File: src/rtl/core/frot_pkg.sv
`default_nettype none
package frot_pkg;

	localparam int MAX_DIM      = 256;
	localparam int DIM_BITS     = $clog2(MAX_DIM) + 1;
	localparam int POS_BITS     = $clog2(MAX_DIM);
	localparam int ADDR_BITS    = 2 * POS_BITS;
	localparam int PIXEL_BITS   = 32;
	localparam int QUEUE_DEPTH  = 2;
	localparam int CFG_IDX_BITS = 2;

	localparam logic OP_LOAD  = 1'b0;
	localparam logic OP_FETCH = 1'b1;

	localparam logic [1:0] MODE_ROT90  = 2'd0;
	localparam logic [1:0] MODE_ROT180 = 2'd1;
	localparam logic [1:0] MODE_ROT270 = 2'd2;

	localparam logic [CFG_IDX_BITS-1:0] REG_ROTATION_MODE = CFG_IDX_BITS'(0);
	localparam logic [CFG_IDX_BITS-1:0] REG_SOURCE_WIDTH  = CFG_IDX_BITS'(1);
	localparam logic [CFG_IDX_BITS-1:0] REG_SOURCE_HEIGHT = CFG_IDX_BITS'(2);

	typedef struct packed {
		logic [1:0]          rotation_mode;
		logic [DIM_BITS-1:0] source_width;
		logic [DIM_BITS-1:0] source_height;
	} cfg_t;

	typedef struct packed {
		logic                  op;
		logic [ADDR_BITS-1:0]  addr;
		logic [PIXEL_BITS-1:0] pixel;
		logic                  last;
	} job_t;

endpackage
`default_nettype wire

File: src/rtl/core/frot_queue.sv
`default_nettype none
module frot_queue (
	input  logic           clk,
	input  logic           arst_n,
	input  logic           push,
	input  frot_pkg::job_t push_job,
	output logic           full,
	output logic           head_valid,
	output frot_pkg::job_t head_job,
	input  logic           pop
);
	import frot_pkg::*;

	localparam int PTR_BITS = (QUEUE_DEPTH > 1) ? $clog2(QUEUE_DEPTH) : 1;
	localparam int CNT_BITS = $clog2(QUEUE_DEPTH + 1);

	job_t                entries_q [QUEUE_DEPTH];
	logic [PTR_BITS-1:0] wr_ptr_q, rd_ptr_q;
	logic [CNT_BITS-1:0] count_q;

	function automatic logic [PTR_BITS-1:0] ptr_inc(input logic [PTR_BITS-1:0] p);
		return (p == PTR_BITS'(QUEUE_DEPTH - 1)) ? '0 : p + PTR_BITS'(1);
	endfunction

	assign full       = (count_q == CNT_BITS'(QUEUE_DEPTH));
	assign head_valid = (count_q != '0);
	assign head_job   = entries_q[rd_ptr_q];

	always_ff @(posedge clk) begin
		if (push)
			entries_q[wr_ptr_q] <= push_job;
	end

	always_ff @(posedge clk or negedge arst_n) begin
		if (!arst_n) begin
			wr_ptr_q <= '0;
			rd_ptr_q <= '0;
			count_q  <= '0;
		end else begin
			if (push)
				wr_ptr_q <= ptr_inc(wr_ptr_q);
			if (pop)
				rd_ptr_q <= ptr_inc(rd_ptr_q);
			if (push && !pop)
				count_q <= count_q + CNT_BITS'(1);
			else if (pop && !push)
				count_q <= count_q - CNT_BITS'(1);
		end
	end

	a_count_bound: assert property (@(posedge clk) disable iff (!arst_n)
		count_q <= CNT_BITS'(QUEUE_DEPTH))
		else $error("queue count above depth");

	a_pop_nonempty: assert property (@(posedge clk) disable iff (!arst_n)
		pop |-> head_valid)
		else $error("pop from empty queue");

endmodule
`default_nettype wire

File: config.mk
export PLATFORM = sky130hd
export DESIGN_NAME = frot_queue
export DESIGN_NICKNAME = d
export VERILOG_FILES = /design/src/rtl/core/frot_pkg.sv /design/src/rtl/core/frot_queue.sv
export SDC_FILE = /design/constraint.sdc
export NUM_CORES = 1
export LEC_CHECK = 0
export ABC_CLOCK_PERIOD_IN_PS = 4300
export BUFFER_PORTS_ARGS = -buffer_cell sky130_fd_sc_hd__buf_2
export CAP_MARGIN = 20
export CORE_AREA = 3 3 105 107
export CTS_CLUSTER_SIZE = 8
export DETAILED_ROUTE_END_ITERATION = 10
export DIE_AREA = 0 0 108 110
export MAX_ROUTING_LAYER = met4
export PLACE_DENSITY = 0.62
export SYNTH_ARGS = -nofsm -noshare
export SYNTH_HDL_FRONTEND = slang
export SYNTH_SLANG_ARGS = --single-unit
File: constraint.sdc
create_clock -name clk -period 4.3 [get_ports clk]
set_clock_uncertainty 0.1 [all_clocks]
set_input_delay 0.43 -clock clk [delete_from_list [all_inputs] [get_ports clk]]
set_output_delay 0.43 -clock clk [all_outputs]
set_load 0.1 [all_outputs]
Yosys cells after proc, flatten, opt, wreduce, memory -nomap -nowiden
Memory sizes are Yosys's and may differ from the RTL's.
Cells that the tools add are included.

storage, ports and cells
  register bits = 4
  bits in writable memories = 100
  input port bits = 54
  logic and storage cells = 21
  memories = 1

cells by class
  add/subtract/negate cells = 4
  equality and inequality tests = 1
  multiplexer cells = 6
  reduce and logical (&&, ||, !) cells = 6

memory list
  name       words  bits a word  read ports  clocked after Yosys merged registers in  wr ports  line              RTL
  entries_q  2      50           1           0                                        1         frot_queue.sv:17  job_t entries_q [QUEUE_DEPTH];

operator list
  kind                 count
  $mux 1               4
  $mux 2               2
  $reduce_bool 2->1    2
  $add 1x1->1 const B  2
  $add 2x1->2 const B  1
  $eq 2x2->1 const B   1
  $logic_and 1x1->1    2
  $logic_not 1->1      2
  $sub 2x1->2 const B  1

Depth between registers and ports, before layout
Gate-level depths: netlist of the first run.

  word-level depth = 4
  gate-level depth with buffers = 5
  gate-level depth less buffers = 5

Worst setup path before layout of the first run
OpenSTA, ideal clock, no wires.

  path type = in2reg
  start point = input port push
  end point = memory entries_q[0][0] (netlist bit) (enable)
  setup time = 464 ps
  data arrival time = 2,646 ps
  data required time = 3,736 ps
  slack = 1,090 ps
  cell stages on the path = 1
  buffers on the path = 0
  cell sequence = nor2b_1

between the ends
  longest elaborated chain between the ends = 2

RTL lines
  element                       line              RTL
  from (decl)                   frot_queue.sv:5   input logic push,
  $mux 1                        frot_queue.sv:30  if (push)
  $mux 1 (not written as such)  frot_queue.sv:31  entries_q[wr_ptr_q] <= push_job;
  to (decl)                     frot_queue.sv:17

No other way between the ends.

==> results.json, run 1 <==
{
  "area_delta_synth_final_pct": 19.6,
  "syn_area_sq_um": 4050,
  "antenna_found_initial": 0,
  "die_h_microns": 110,
  "vias_per_cell": 4.42,
  "postCtsHoldBufs": 1,
  "cts_buffers": 9,
  "setup.worst_path.end_class": "output pin",
  "die_w_microns": 108,
  "post_drt_wl_per_cell_microns": 14.7,
  "hold_path_class": "input pin to register",
  "worstSetupPathType": "register to output pin",
  "routabilityCongestion": 0.657,
  "cts_root_buf": "clkbuf_8",
  "setup_viol": 0,
  "crit_fanout": 51,
  "rsz0062_at_grt": "no",
  "nFillCells": 864,
  "synth-seq-cells": 104,
  "holdPathStages": 1,
  "cts_tree": "built",
  "start_util_pct": 39.6,
  "cp_num_buf_inv": 1,
  "holdWs_ps": 161,
  "postCtsSetupBuffers": 0,
  "r2r-start": "wr_ptr_q",
  "core-area_sq_um": 10200,
  "gr-total-overflow": 0,
  "drc_errors": 0,
  "crit_arrival_ps": 2160,
  "ys_warn_count": 0,
  "rows": 37,
  "clk_latency_ps": 340,
  "drt-initial-drc-count": 51,
  "grt_use_total_pct": 11.4,
  "syn_nets": 227,
  "min_from": "push_job[9]",
  "finalCriticalPeriod_ps": 2690,
  "final_net_count": 340,
  "clk_pin_slew_ps": 100,
  "clk_path_buf_depth": 2,
  "fin_ws_ps": 1610,
  "ant_nets": 0,
  "relSlewSlack_pct": 31.9,
  "pin_count": 106,
  "ctsResizeCount": 0,
  "diodes": 0,
  "port_buffers": 105,
  "status": "finished, final reports clean",
  "cp.required_ps": 3770,
  "fmax_ghz": 0.372,
  "startpoint": "rd_ptr_q",
  "fin_tns_setup_ps": 0,
  "crit_family": "flip-flops",
  "place_ws_ps": 1930,
  "grt_max_degree": 52,
  "drv_slew": 0,
  "hpwl_microns": 4090,
  "fin_util_pct": 47.3,
  "htreeDepth": 3,
  "die_area_sq_um": 11900,
  "grt_pass1_vias": 1947,
  "drv_cap": 0,
  "cts.sinks": 104,
  "worst_pin_slew_ps": 1020,
  "vias": 1885,
  "drive_gt1_share_pct": 60.0,
  "worst_r2r_path_depth": 2,
  "avgSynthCellArea_sq_um": 23.5,
  "wl_microns": 6270,
  "postSynthCellCount": 172,
  "seq_area_frac_synth_pct": 76.6,
  "drtPass1Iterations": 4,
  "cpPeakStageDelay_ps": 1080,
  "grt_pass1_wl_microns": 9670,
  "critical_path_depth": 2,
  "finalCritPeriodShare_pct": 62.5,
  "finalHoldViolations": 0,
  "worstSetupStartpointType": "register",
  "path_cells": "mux2_4, buf_2",
  "slowest_stage": "dfrtp_4",
  "synth_cell_types": 14
}
## kinds of logic after synthesis
logic type | after synthesis | share of synthesized area [%]
multiplexers | 50 | 18.4
flip-flops | 104 | 76.6
buffers and inverters | 7 | 2.84
adder cells (fa/ha/maj) | 1 | 0.309
AND/OR/NAND/NOR | 5 | 0.711
XOR/XNOR | 5 | 1.08
## cells in the mapped netlist, drive strengths merged
cell | n | area (sq um)
nor2 | 1 | 3.75
ha | 1 | 12.5
mux2 | 50 | 747
or2 | 1 | 6.26
buf | 6 | 111
edfxtp | 100 | 3000
dfrtp | 4 | 100
and2 | 1 | 6.26
nor2b | 2 | 12.5
inv | 1 | 3.75
xnor2 | 1 | 8.76
xor2 | 4 | 35.0
## final timing paths
path | to | slack [ps]
max | head_job[44] | 1610
min | entries_q[1][9] | 160
max reg2reg | entries_q[0][41] | 2230
min reg2reg | count_q[1] | 400
max in group asynchronous | rd_ptr_q | 3660
min in group asynchronous | count_q[1] | 310
## final cells by class
type                    instances  area (sq um)  area share, %
clock buffers                   9           124           2.56
clock inverters                 7          46.3          0.956
inverters                       1          3.75         0.0775
multi-input cells              61           841           17.4
flip-flops and latches        104          3110           64.2
well taps                     136           170           3.51
repair buffers                108           551           11.4
## registers in the layout, indices dropped and copies added, names as in the netlist
signal / cells
entries_q: 100
rd_ptr_q: 1
wr_ptr_q: 1
count_q: 2
## cells in the final DEF (no fill, tap or decap)
cell type and instances:
and2_2 1, buf_2 105, buf_4 2, clkbuf_8 9, clkinv_1 3, clkinv_4 2, dfrtp_1 3, dfrtp_4 1
dlygate4sd3_1 1, edfxtp_1 100, ha_1 1, inv_1 1, inv_6 2, mux2_2 1, mux2_4 49, nor2_1 1
nor2b_1 1, nor2b_4 1, or2_2 1, xnor2_1 1, xor2_1 4
## through the flow
step | area [sq um] | cells
2_1_floorplan | 4050 | 172
3_3_place_gp | 4660 | 409
3_5_place_dp | 4660 | 409
4_1_cts | 4840 | 426
5_1_grt | 4840 | 426
6_report | 4840 | 426
## per-layer routing
layer,global-route usage (%),part of all wire [%],vias up
li1,-,-,896
met1,13.1,42,916
met2,19.2,51,63
met3,2.50,5.3,10
met4,5.14,1.9,0
met5,-,0,-
Power of run 1 is left out: the tool's default activity adds up to more than one toggle a clock period on the data nets, which glitch-free logic cannot reach.
==> run 2, diff against run 1 <==
- ABC_CLOCK_PERIOD_IN_PS: 4300 -> 2200
- PLACE_DENSITY: 0.62 -> 0.65
- clock period: 4.3 -> 2.2 ns (I/O delays scaled with it)
==> run 2 against run 1 <==
- clock-buffer cell count increased by 3
- hold slack got worse by 46 ps
- cell count increased by 14%
==> results.json, run 2 (synthesis results as in run 1) <==
{
  "die_h_microns": 110,
  "vias_per_cell": 4.43,
  "crit_fanout": 25,
  "finalCriticalPeriod_ps": 2040,
  "area_delta_synth_final_pct": 34.3,
  "die_w_microns": 108,
  "drc_errors": 0,
  "start_util_pct": 39.6,
  "grtUsageMet1_pct": 15.0,
  "cp.required_ps": 1880,
  "fin_tns_setup_ps": 0,
  "clk_path_buf_depth": 2,
  "cts_root_buf": "clkbuf_8",
  "largest_reg_flops": 100,
  "fin_util_pct": 53.2,
  "crit_arrival_ps": 1720,
  "final_common_cell": "buf_2",
  "largestRegisters": "entries_q (100), count_q (2)",
  "finalHoldViolations": 0,
  "hold_path_class": "input pin to async pin",
  "core-area_sq_um": 10200,
  "cts_tree": "built",
  "grt_pass1_wl_microns": 11300,
  "grt_use_total_pct": 13.2,
  "gr-total-overflow": 0,
  "port_buffers": 105,
  "ant_nets": 0,
  "rows": 37,
  "grt_max_degree": 27,
  "final_cell_mix": "buf_2 (105), edfxtp_1 (100), dlygate4sd3_1 (53), mux2_4 (49), clkbuf_8 (9)",
  "antenna_found_initial": 1,
  "worstSetupStartpointType": "register",
  "gr-usage-met3_pct": 2.50,
  "final_net_count": 398,
  "drt-initial-drc-count": 56,
  "setup.worst_path.end_class": "output pin",
  "met2_usage_pct": 23.4,
  "clk_latency_ps": 340,
  "finalCritPeriodShare_pct": 92.9,
  "dp.cells": 411,
  "rsz0062_at_grt": "no",
  "wl_microns": 7370,
  "drive_gt1_share_pct": 51.7,
  "grt-busiest-layer": "met2",
  "status": "finished, final reports clean",
  "clk_pin_slew_ps": 90,
  "setup_viol": 0,
  "holdWs_ps": 115,
  "routabilityCongestion": 0.688,
  "relSlewSlack_pct": 67.0,
  "post_drt_wl_per_cell_microns": 15.2,
  "worstSetupPathType": "register to output pin",
  "worst_pin_slew_ps": 498,
  "drtPass1Iterations": 4,
  "fin_cells": 485,
  "nFillCells": 833,
  "pin_count": 106,
  "cts_buffers": 9,
  "largest-register": "entries_q",
  "htreeDepth": 3,
  "cts.sinks": 104,
  "hpwl_microns": 4240,
  "die_area_sq_um": 11900,
  "drv_cap": 0,
  "grt_pass1_vias": 2305,
  "fmax_ghz": 0.489,
  "vias": 2150,
  "ctsResizeCount": 0,
  "drv_slew": 0
}
## run 2: changes by cell type in the layout (fill, tap and decap cells not counted), moves of 2 or more
cell,change
inv_6,-2
buf_4,+4
clkbuf_1,+3
clkinv_1,-3
clkinvlp_4,+3
dlygate4sd3_1,+52
## run 2: through the flow
stage / area [sq um] / setup slack [ps]
6_report: 5440 / 156
5_1_grt: 5440 / 95.8
4_1_cts: 5440 / 130
3_5_place_dp: 4680 / 47.7
3_3_place_gp: 4680 / 53.3
2_1_floorplan: 4060 / 66.3
## run 2: cell type report
class	instances	area, sq um	share of cell area (%)
Antenna cell	1	2.50	0.0460
Timing Repair Buffer	166	1150	21.1
Clock buffer	12	135	2.48
Clock inverter	4	31.3	0.575
Sequential cell	104	3110	57.1
Multi-Input combinational cell	61	841	15.5
Tap cell	136	170	3.13
Inverter	1	3.75	0.0690
## run 2: path summary, 6_finish.rpt
kind / start / endpoint / slack, ps / depth (start not counted)
min reg2reg: count_q[1] / count_q[1] / 380 / 1
min: arst_n / count_q[1] / 120 / 2
min in group clk: count_q[1] / count_q[1] / 380 / 1
max: rd_ptr_q / head_job[36] / 160 / 3
max reg2reg: wr_ptr_q / entries_q[1][49] / 800 / 2
max in group asynchronous: arst_n / rd_ptr_q / 1750 / 2
## run 2: per-layer routing
| metal | share of wire [%] | vias to the layer above |
|---|---|---|
| met2 | 53 | 66 |
| li1 | - | 1012 |
| met5 | 0 | - |
| met3 | 4.7 | 8 |
| met4 | 0.73 | 0 |
| met1 | 41 | 1064 |
## run 2: timing repair
action / CTS / global route
endpoints found under the setup margin: 50 / 0
hold endpoints to repair: 106 / 0
hold buffers: 53 / 0
buffers inserted: 4 / 0
## run 2: worst max-delay path: stages, from the launching register on
cell and delay, ps:
dfrtp_4 530, buf_12 200, mux2_4 210, buf_2 410
Power of run 2 is left out for the same reason.
