### src/rtl/core/frot_pkg.sv
`default_nettype none
package frot_pkg;

	localparam int MAX_DIM      = 256;
	localparam int DIM_BITS     = $clog2(MAX_DIM) + 1;
	localparam int POS_BITS     = $clog2(MAX_DIM);
	localparam int ADDR_BITS    = 2 * POS_BITS;
	localparam int PIXEL_BITS   = 32;
	localparam int QUEUE_DEPTH  = 2;
	localparam int CFG_IDX_BITS = 2;

	localparam logic OP_LOAD  = 1'b0;
	localparam logic OP_FETCH = 1'b1;

	localparam logic [1:0] MODE_ROT90  = 2'd0;
	localparam logic [1:0] MODE_ROT180 = 2'd1;
	localparam logic [1:0] MODE_ROT270 = 2'd2;

	localparam logic [CFG_IDX_BITS-1:0] REG_ROTATION_MODE = CFG_IDX_BITS'(0);
	localparam logic [CFG_IDX_BITS-1:0] REG_SOURCE_WIDTH  = CFG_IDX_BITS'(1);
	localparam logic [CFG_IDX_BITS-1:0] REG_SOURCE_HEIGHT = CFG_IDX_BITS'(2);

	typedef struct packed {
		logic [1:0]          rotation_mode;
		logic [DIM_BITS-1:0] source_width;
		logic [DIM_BITS-1:0] source_height;
	} cfg_t;

	typedef struct packed {
		logic                  op;
		logic [ADDR_BITS-1:0]  addr;
		logic [PIXEL_BITS-1:0] pixel;
		logic                  last;
	} job_t;

endpackage
`default_nettype wire

### src/rtl/core/frot_front.sv
`default_nettype none
module frot_front (
	input  logic                            clk,
	input  logic                            arst_n,
	input  frot_pkg::cfg_t                  cfg,
	input  logic                            in_valid,
	output logic                            in_stall,
	input  logic                            operation,
	input  logic [frot_pkg::PIXEL_BITS-1:0] pixel_in,
	input  logic                            queue_full,
	output logic                            push,
	output frot_pkg::job_t                  push_job
);
	import frot_pkg::*;

	localparam int PROD_BITS = 2 * DIM_BITS;
	localparam int MUL_BITS  = POS_BITS + DIM_BITS;

	function automatic logic [DIM_BITS-1:0] clamp_dim(input logic [DIM_BITS-1:0] v);
		logic [DIM_BITS-1:0] res;
		res = v;
		if (v == '0)
			res = DIM_BITS'(1);
		else if (v > DIM_BITS'(MAX_DIM))
			res = DIM_BITS'(MAX_DIM);
		return res;
	endfunction

	logic [ADDR_BITS-1:0] load_pos_q;
	logic [POS_BITS-1:0]  out_row_q;
	logic [POS_BITS-1:0]  out_col_q;

	logic [DIM_BITS-1:0]  w, h, ow, oh;
	logic [PROD_BITS-1:0] total;
	logic [ADDR_BITS-1:0] lp_eff, lp_next;
	logic [PROD_BITS-1:0] lp_inc;
	logic                 stale;
	logic [POS_BITS-1:0]  r, c, sr, sc, row_next, col_next;
	logic [DIM_BITS-1:0]  sr_full, sc_full, c_inc, r_inc;
	logic [MUL_BITS-1:0]  addr_sum;
	logic                 last;

	assign w     = clamp_dim(cfg.source_width);
	assign h     = clamp_dim(cfg.source_height);
	assign total = PROD_BITS'(w) * PROD_BITS'(h);

	// load position, restarted when a new frame size left it outside
	always_comb begin
		lp_eff  = (PROD_BITS'(load_pos_q) >= total) ? '0 : load_pos_q;
		lp_inc  = PROD_BITS'(lp_eff) + PROD_BITS'(1);
		lp_next = (lp_inc >= total) ? '0 : lp_inc[ADDR_BITS-1:0];
	end

	always_comb begin
		ow    = (cfg.rotation_mode == MODE_ROT180) ? w : h;
		oh    = (cfg.rotation_mode == MODE_ROT180) ? h : w;
		stale = (DIM_BITS'(out_row_q) >= oh) || (DIM_BITS'(out_col_q) >= ow);
		r     = stale ? '0 : out_row_q;
		c     = stale ? '0 : out_col_q;
		unique case (cfg.rotation_mode)
			MODE_ROT90: begin
				sr_full = h - DIM_BITS'(1) - DIM_BITS'(c);
				sc_full = DIM_BITS'(r);
			end
			MODE_ROT180: begin
				sr_full = h - DIM_BITS'(1) - DIM_BITS'(r);
				sc_full = w - DIM_BITS'(1) - DIM_BITS'(c);
			end
			// three quarter turns, the unused code included
			default: begin
				sr_full = DIM_BITS'(c);
				sc_full = w - DIM_BITS'(1) - DIM_BITS'(r);
			end
		endcase
		sr       = sr_full[POS_BITS-1:0];
		sc       = sc_full[POS_BITS-1:0];
		addr_sum = MUL_BITS'(sr) * MUL_BITS'(w) + MUL_BITS'(sc);
		last     = (DIM_BITS'(r) == oh - DIM_BITS'(1)) && (DIM_BITS'(c) == ow - DIM_BITS'(1));
		c_inc    = DIM_BITS'(c) + DIM_BITS'(1);
		r_inc    = DIM_BITS'(r) + DIM_BITS'(1);
		if (c_inc < ow) begin
			col_next = c_inc[POS_BITS-1:0];
			row_next = r;
		end else begin
			col_next = '0;
			row_next = (r_inc < oh) ? r_inc[POS_BITS-1:0] : '0;
		end
	end

	assign in_stall = queue_full;
	assign push     = in_valid && !queue_full;

	always_comb begin
		push_job.op    = operation;
		push_job.addr  = (operation == OP_LOAD) ? lp_eff : addr_sum[ADDR_BITS-1:0];
		push_job.pixel = pixel_in;
		push_job.last  = last;
	end

	always_ff @(posedge clk or negedge arst_n) begin
		if (!arst_n) begin
			load_pos_q <= '0;
			out_row_q  <= '0;
			out_col_q  <= '0;
		end else if (push) begin
			if (operation == OP_LOAD) begin
				load_pos_q <= lp_next;
			end else begin
				out_row_q <= row_next;
				out_col_q <= col_next;
			end
		end
	end

	// the last pixel of a frame sends fetching back to the origin
	a_last_wraps: assert property (@(posedge clk) disable iff (!arst_n)
		(push && operation == OP_FETCH && last) |=> (out_row_q == '0 && out_col_q == '0))
		else $error("fetch position did not wrap after last pixel");

	a_load_in_frame: assert property (@(posedge clk) disable iff (!arst_n)
		(push && operation == OP_LOAD) |-> (PROD_BITS'(push_job.addr) < total))
		else $error("load address outside frame");

	// no write while the queue is full
	a_no_push_full: assert property (@(posedge clk) disable iff (!arst_n)
		queue_full |-> !push)
		else $error("push into full queue");

endmodule
`default_nettype wire

### config.mk
export PLATFORM = sky130hd
export DESIGN_NAME = frot_front
export DESIGN_NICKNAME = d
export VERILOG_FILES = /design/src/rtl/core/frot_pkg.sv /design/src/rtl/core/frot_front.sv
export SDC_FILE = /design/constraint.sdc
export NUM_CORES = 1
export LEC_CHECK = 0
export CAP_MARGIN = 20
export CORE_ASPECT_RATIO = 1.5
export CORE_MARGIN = 3
export CORE_UTILIZATION = 55
export DETAILED_ROUTE_END_ITERATION = 12
export DONT_BUFFER_PORTS = 1
export PLACE_DENSITY = 0.7
export RECOVER_POWER = 50
export SYNTH_ARGS = -nofsm -noshare
export SYNTH_HDL_FRONTEND = slang
export SYNTH_SLANG_ARGS = --single-unit
### constraint.sdc
create_clock -name clk -period 12.2 [get_ports clk]
set_clock_uncertainty 0.15 [all_clocks]
set_input_delay 0 -clock clk [delete_from_list [all_inputs] [get_ports clk]]
set_output_delay 0 -clock clk [all_outputs]
set_load 0.05 [all_outputs]
# Word-level counts from Yosys, hierarchy flattened
# Index checks and enable logic that the tools add are counted.
# word_totals
regBits	32
latch_bits	0
ram_bits	0
mem_bits_ro	0
in_bits	57
output_inout_bits	52
n_memories	0
# classes
add_sub_neg	12
multipliers	2
n_div	0
n_lt_le_gt_ge	8
n_eq_ne	3
shift	0
mux	16
bitwise	1
n_reduce_logical	9
# op_table
operator	n
$mux 9	6
$mux 16	3
$mux 8	5
$pmux 8 s2	2
$sub 8x8->8	4
$add 8x1->9 const B	2
$eq 8x9->1	2
$ge 16x18->1	1
$ge 17x18->1	1
$ge 8x9->1	2
$gt 9x9->1 const B	2
$logic_not 9->1	2
$lt 9x9->1	2
$mul 9x9->18	1
$sub 9x1->9 const B	2
$add 16x1->17 const B	1
$add 16x8->16	1
$mul 8x9->16	1
$sub 8x1->8 const B	2
$reduce_and 2->1	2
$eq 2x1->1 const B	1
$logic_and 1x1->1	2
$logic_not 2->1	1
$logic_not 1->1	1
2 further kinds	2

# Logic depth before layout (Yosys ltp)
# Gate-level depths: netlist (run 1).
# depth
word_depth	12
ltp_mapped	45
depth_no_buf	41

# Worst setup path after synthesis (run 1)
# Ideal clock, no wire load.
# synth_path
path_kind	in2out
start	in cfg[13] (netlist name)
end	out push_job[46] (netlist name)
arrival_ns	8.947
t_required_ns	12.050
path_slack_ns	3.103
cell_stages	36
cell_sequence	or4_1 o21ai_1 inv_1 a21oi_1 ha_1 nand2b_1 a31oi_1 o21ai_0 o211ai_4 and2_1 buf_6 buf_2 buf_2 buf_1 nand2_1 ha_1 or3_1 o31ai_1 mux2i_1 a31oi_1 a31o_1 clkbuf_1 and2_1 fa_1 inv_1 fa_1 fa_1 inv_1 fa_1 ha_1 or2_2 a21oi_1 a211oi_1 nor3_1 xor2_1 o22ai_1
# synth_rtl
item	line_no	rtl
from (decl)	frot_front.sv:5	input frot_pkg::cfg_t cfg,
to (decl)	frot_front.sv:12	output frot_pkg::job_t push_job

==> results of run 1 <==
==> worst paths after layout <==
| check | from | slack (ps) | cells after the start | endpoint |
|---|---|---|---|---|
| min in group asynchronous | arst_n | 650 | 2 | out_row_q[7] |
| worst max-delay path | cfg[13] | 1930 | 35 | push_job[46] |
| worst min-delay path | operation | 20 | 3 | out_col_q[7] |
| worst min register to register | load_pos_q[0] | 350 | 2 | load_pos_q[0] |
| worst max register to register | out_col_q[2] | 6380 | 19 | out_row_q[4] |
| max in group asynchronous | arst_n | 10120 | 2 | load_pos_q[11] |
==> sequential cells by signal (all words and copies together) (netlist names) <==
name	cells
out_col_q	8
load_pos_q	16
out_row_q	8
==> cells by family (layout without fill, tap and decap cells) <==
family / after synthesis / after routing / synth area share [%]
mux: 19 / 19 / 1.750
buf+inv: 304 / 248 / 11.81
compound gates: 249 / 249 / 14.70
fa+ha+maj: 263 / 263 / 35.63
xor+xnor: 100 / 100 / 7.828
simple gates: 526 / 526 / 21.24
flops: 32 / 32 / 7.046
==> report_power, final <==
group	switching [µW]	total [µW]	leakage [µW]	internal [µW]
logic	1230	1910	0.00516	676
registers	71.6	201	0.000420	129
clock network	49.8	131	0.0000712	81.5
==> per-stage QoR <==
step	setup WS (ps)	cells
after floorplan	3103	1493
after global placement	2223	1652
after detailed placement	2021	1652
after CTS	1999	1696
after global routing	1311	1697
final	1929	1697
==> layout by cell type, fill, tap and decap left out, types with 22 or more instances in the layout <==
master,netlist,final
ha_1,162,162
nand3_1,40,40
a21oi_1,60,60
o21ai_0,57,51
fa_1,101,101
dlygate4sd3_1,0,35
xnor2_1,62,62
nor2_1,168,168
nand2b_1,28,28
xor2_1,37,37
nor2b_1,26,26
dfrtp_1,32,32
nand2_1,163,163
nor3_1,22,22
inv_1,191,191
==> layer usage <==
layer  wire length [µm]  vias up  global-route usage (%)
met5                  0        -                       0
met4               3169        0                   22.22
met3               2223      177                   4.713
met2              17140      411                   55.01
met1              12110     4861                   33.64
li1                   -     4793                       -
==> worst max-delay path: cells and delay by family <==
kind / cells / cell delay [ps]
AO/OA/AOI/OAI: 13 / 3960
adder cells (fa/ha/maj): 8 / 3130
AND/OR/NAND/NOR: 7 / 1960
buffers and inverters: 4 / 680
XOR/XNOR: 2 / 210
multiplexers: 1 / 170
==> area by class of cell <==
cell class | count | area share (%)
Multi-Input combinational cell | 1157 | 79.15
Sequential cell | 32 | 6.870
Clock buffer | 8 | 1.256
Tap cell | 260 | 2.791
Timing Repair Buffer | 47 | 3.714
Inverter | 193 | 6.215
==> out/metrics.cfg, run 1 <==
[status]
status=finished, violations left
violations=capacitance limit, slew limit

[final_layout]
fillCellCount=1919
antenna_cells=0
finish.instance_area_um2=11660
layout.nets=1756
seq_area_um2=800.8
fin_util_pct=58.22
drive_gt1_share_pct=3.132
area_growth_pct=2.565
multi_input_comb_area_um2=9226

[critical_path]
crit_type=primary input to output port
crit_required_ps=12050
cp_slowest_cell=o22ai_1
worstPathArrival_ps=10120
cpPeakStageDelay_ps=830
cp_max_fo=13
startpoint_type=primary input
end_kind=output port
path_common_cell=fa_1

[yosys]
synth_edf_count=0
synth.area.top_cells=ha_1 (18%), fa_1 (18%), dfrtp_1 (7.0%)
synthFlopType=dfrtp_1
yosysTopAreaCellShare_pct=17.84
async_flop_share_pct=100.0
synth_most_common_cell=inv_1
yosysWarnings=0
synth-seq-cells=32
ys_types=82
synth.avg_cell_area_um2=7.612
synthCells=1493
syn-num-nets=1813
synth_area_um2=11360
synth_common_cells=inv_1 (191), nor2_1 (168), nand2_1 (163)
yosysSeqAreaShare_pct=7.046
synth_top_area_cell=ha_1

[timing]
setup_tns_ps=0
setup_viol=0
hold_violations=0
min_period_over_period_pct=84.19
rsz0062_at_grt=false
fmax_ghz=0.09737
slew_violations=33
period_minus_slack_ps=10270
holdWs_ps=16.40
slew_headroom_pct=-28.02
worst_pin_slew_ps=1920

[floorplan]
die_area_um2=22460
coreArea_um2=20020
io_pins=109
initial_utilization_pct=56.76
chipHeight_um=182.1
rows=63
die_w_um=123.4

[route]
initialDrtViolationCount=677
viasPerCell=6.035
avgRoutedWirePerCell_um=20.42
num_vias=10240
dr.pass1.iters=5
drc_errors=0
ant_nets=0
wl_um=34650

[clock_network]
insertion_delay_ps=290
clockBufferDepth=2
cts_buffers=5
cts_tree=done
clockRootBuffer=clkbuf_16
path_clk_slew_ps=60
postCtsSetupBuffers=0
cts_hold_buf=36
ctsResizeCount=0
clock-sinks=32
htreeDepth=2

[global_routing]
antenna_found_initial=0
grt.overflow.total=0
grt_util_all_layers_pct=31.36
grt_pass1_vias=10520
grt_first_pass_wirelength_um=54940
grt_max_degree=34

[power]
total_power_uw=2242
power_leakage_uw=0.005648
max-vdd-ir-drop_uv=194.8
power_density_nw_per_um2=192.3

[placed_design]
gp_congestion=1.056
hpwl_um=28030
placed_cell_area_um2=11150
port_buffers=0

[job]
cap_violations=1

[hold_path]
min_path_type=primary input to flop

No activity file was read; power rests on OpenSTA's default activity.
==> run 2, diff against run 1 <==
--- a/config.mk
+++ b/config.mk
@@ -11,7 +11,7 @@
 export CORE_UTILIZATION = 55
 export DETAILED_ROUTE_END_ITERATION = 12
 export DONT_BUFFER_PORTS = 1
-export PLACE_DENSITY = 0.7
+export PLACE_DENSITY = 0.73
 export RECOVER_POWER = 50
 export SYNTH_ARGS = -nofsm -noshare
 export SYNTH_HDL_FRONTEND = slang
==> constraint.sdc (replaced) <==
create_clock -name clk -period 9.3 [get_ports clk]
set_clock_uncertainty 0.15 [all_clocks]
set_input_delay 0 -clock clk [delete_from_list [all_inputs] [get_ports clk]]
set_output_delay 0 -clock clk [all_outputs]
set_load 0.05 [all_outputs]
==> out/metrics.cfg, run 2 (synthesis results as in run 1) <==
[status]
status=finished, violations left  ; unchanged
violations=capacitance limit, slew limit  ; unchanged

[final_layout]
fillCellCount=1872  ; was 1919
largest_reg_flops=16  ; unchanged
final_common_cell=inv_1  ; unchanged
regMostFlops=load_pos_q  ; unchanged
antenna_cells=0  ; unchanged
layout.nets=1807  ; was 1756
final_cells=1745  ; was 1697
drive_gt1_share_pct=7.340  ; was 3.132%
area_growth_pct=6.903  ; was 2.565%
finish.instance_area_um2=12150  ; was 11660 µm²
mostFrequentLayoutCells=inv_1 (191), nor2_1 (167), nand2_1 (163)  ; was inv_1 (191), nor2_1 (168), nand2_1 (163)
fin_util_pct=60.68  ; was 58.22%
reg_top3=load_pos_q x16, out_col_q x8, out_row_q x8  ; unchanged

[clock_network]
clockBufferDepth=2  ; unchanged
clockRootBuffer=clkbuf_16  ; unchanged
clock-sinks=32  ; unchanged
insertion_delay_ps=280  ; was 290 ps
cts_tree=done  ; unchanged
path_clk_slew_ps=50  ; was 60 ps
cts_buffers=5  ; unchanged
htreeDepth=2  ; unchanged

[power]
max-vdd-ir-drop_uv=275.0  ; was 194.8 µV
power_density_nw_per_um2=262.3  ; was 192.3 nW/µm²
total_power_uw=3187  ; was 2242 µW
power_leakage_uw=0.005915  ; was 0.005648 µW

[route]
wl_um=35560  ; was 34650 µm
avgRoutedWirePerCell_um=20.38  ; was 20.42 µm
ant_nets=0  ; unchanged
viasPerCell=6.029  ; was 6.035
drc_errors=0  ; unchanged
dr.pass1.iters=5  ; unchanged
num_vias=10520  ; was 10240
initialDrtViolationCount=739  ; was 677

[critical_path]
worstPathArrival_ps=8760  ; was 10120 ps
crit_cells=38  ; was 35
startpoint_type=primary input  ; unchanged
reg2reg_depth=19  ; unchanged
crit_type=primary input to output port  ; unchanged
cp_slowest_cell=fa_1  ; was o22ai_1
cp_max_fo=22  ; was 13
crit_buf_inv=6  ; was 4
cpLargestDelayFamily=adder cells  ; was compound AO/OA/AOI/OAI gates
end_kind=output port  ; unchanged
r2r_slack_ps=4040  ; was 6380 ps
crit_end=push_job[48]  ; was push_job[46]
crit_required_ps=9150  ; was 12050 ps
r2r_start=load_pos_q[4]  ; was out_col_q[2]
path_common_cell=fa_1  ; unchanged
cpPeakStageDelay_ps=570  ; was 830 ps
startpoint=cfg[19]  ; was cfg[13]
timing.rr.end=load_pos_q[0]  ; was out_row_q[4]

[global_routing]
grt_pass1_vias=10940  ; was 10520
grt.overflow.total=0  ; unchanged
antenna_found_initial=0  ; unchanged
grt_first_pass_wirelength_um=57170  ; was 54940 µm
grt_util_all_layers_pct=32.45  ; was 31.36%
grt_max_degree=34  ; unchanged

[floorplan]
die_area_um2=22460  ; unchanged
io_pins=109  ; unchanged
initial_utilization_pct=56.76  ; unchanged
chipHeight_um=182.1  ; unchanged
die_w_um=123.4  ; unchanged
coreArea_um2=20020  ; unchanged
rows=63  ; unchanged

[timing]
setup_viol=0  ; unchanged
worst_pin_slew_ps=2044  ; was 1920 ps
hold_violations=0  ; unchanged
holdWs_ps=22.88  ; was 16.40 ps
fmax_ghz=0.1122
min_period_over_period_pct=95.85
slew_headroom_pct=-36.29  ; was -28.02%
slew_violations=33  ; unchanged
period_minus_slack_ps=8914

[placed_design]
placed_cell_area_um2=11600  ; was 11150 µm²
gp_congestion=1.038  ; was 1.056
dpl.cell_count=1702  ; was 1652
port_buffers=0  ; unchanged
hpwl_um=28670  ; was 28030 µm

[job]
cap_violations=1  ; unchanged

[hold_path]
min_path_type=primary input to flop  ; unchanged

## run 2: final cells by class
cell class                 instances  area [µm²]  area share [%]
multi-input combinational       1157        9283           76.41
timing repair buffer              98       890.9           7.333
inverter                         193       724.4           5.963
sequential                        32       800.8           6.591
clock buffer                       5       125.1           1.030
tap                              260       325.3           2.678
## run 2: worst min path at each step
stage	start	end	cells after the start
after CTS	operation	out_col_q[5]	3
after detailed placement	arst_n	out_col_q[4]	0
after global placement	arst_n	out_col_q[4]	0
after floorplan	arst_n	load_pos_q[0]	0
after global routing	operation	out_col_q[5]	3
final	operation	out_col_q[5]	3
## run 2: tightest hold or removal path, cell delays in order
cell     delay [ps]
and2_1          240
nand3_1         130
nand2_1          50
## run 2: what timing repair did
item	4_1_cts	5_1_grt
endpoints found under the hold margin	66	0
gates resized for setup	0	16
hold buffers	36	0
buffers inserted	0	2
setup endpoints to repair	0	21
## run 2: per-layer routing
metal	track usage [%]	share of wire [%]	vias to the layer above
li1	-	-	4880
met1	34.56	34	4928
met2	55.80	49	504
met3	5.860	6.9	209
met4	24.43	10	0
met5	0	0	-
## run 2: power breakdown
group / switching, µW / total, µW / internal (µW)
sequential: 76.4 / 247 / 170
clock: 59.1 / 154 / 94.5
combinational: 1690 / 2790 / 1100
## run 2: metrics by stage
stage	TNS, ps	setup WS [ps]
floorplan	0	203.2
global placement	0	186.9
detailed placement	0	41.21
CTS	0	144.1
global route	-17.10	-17.10
finish	0	385.9
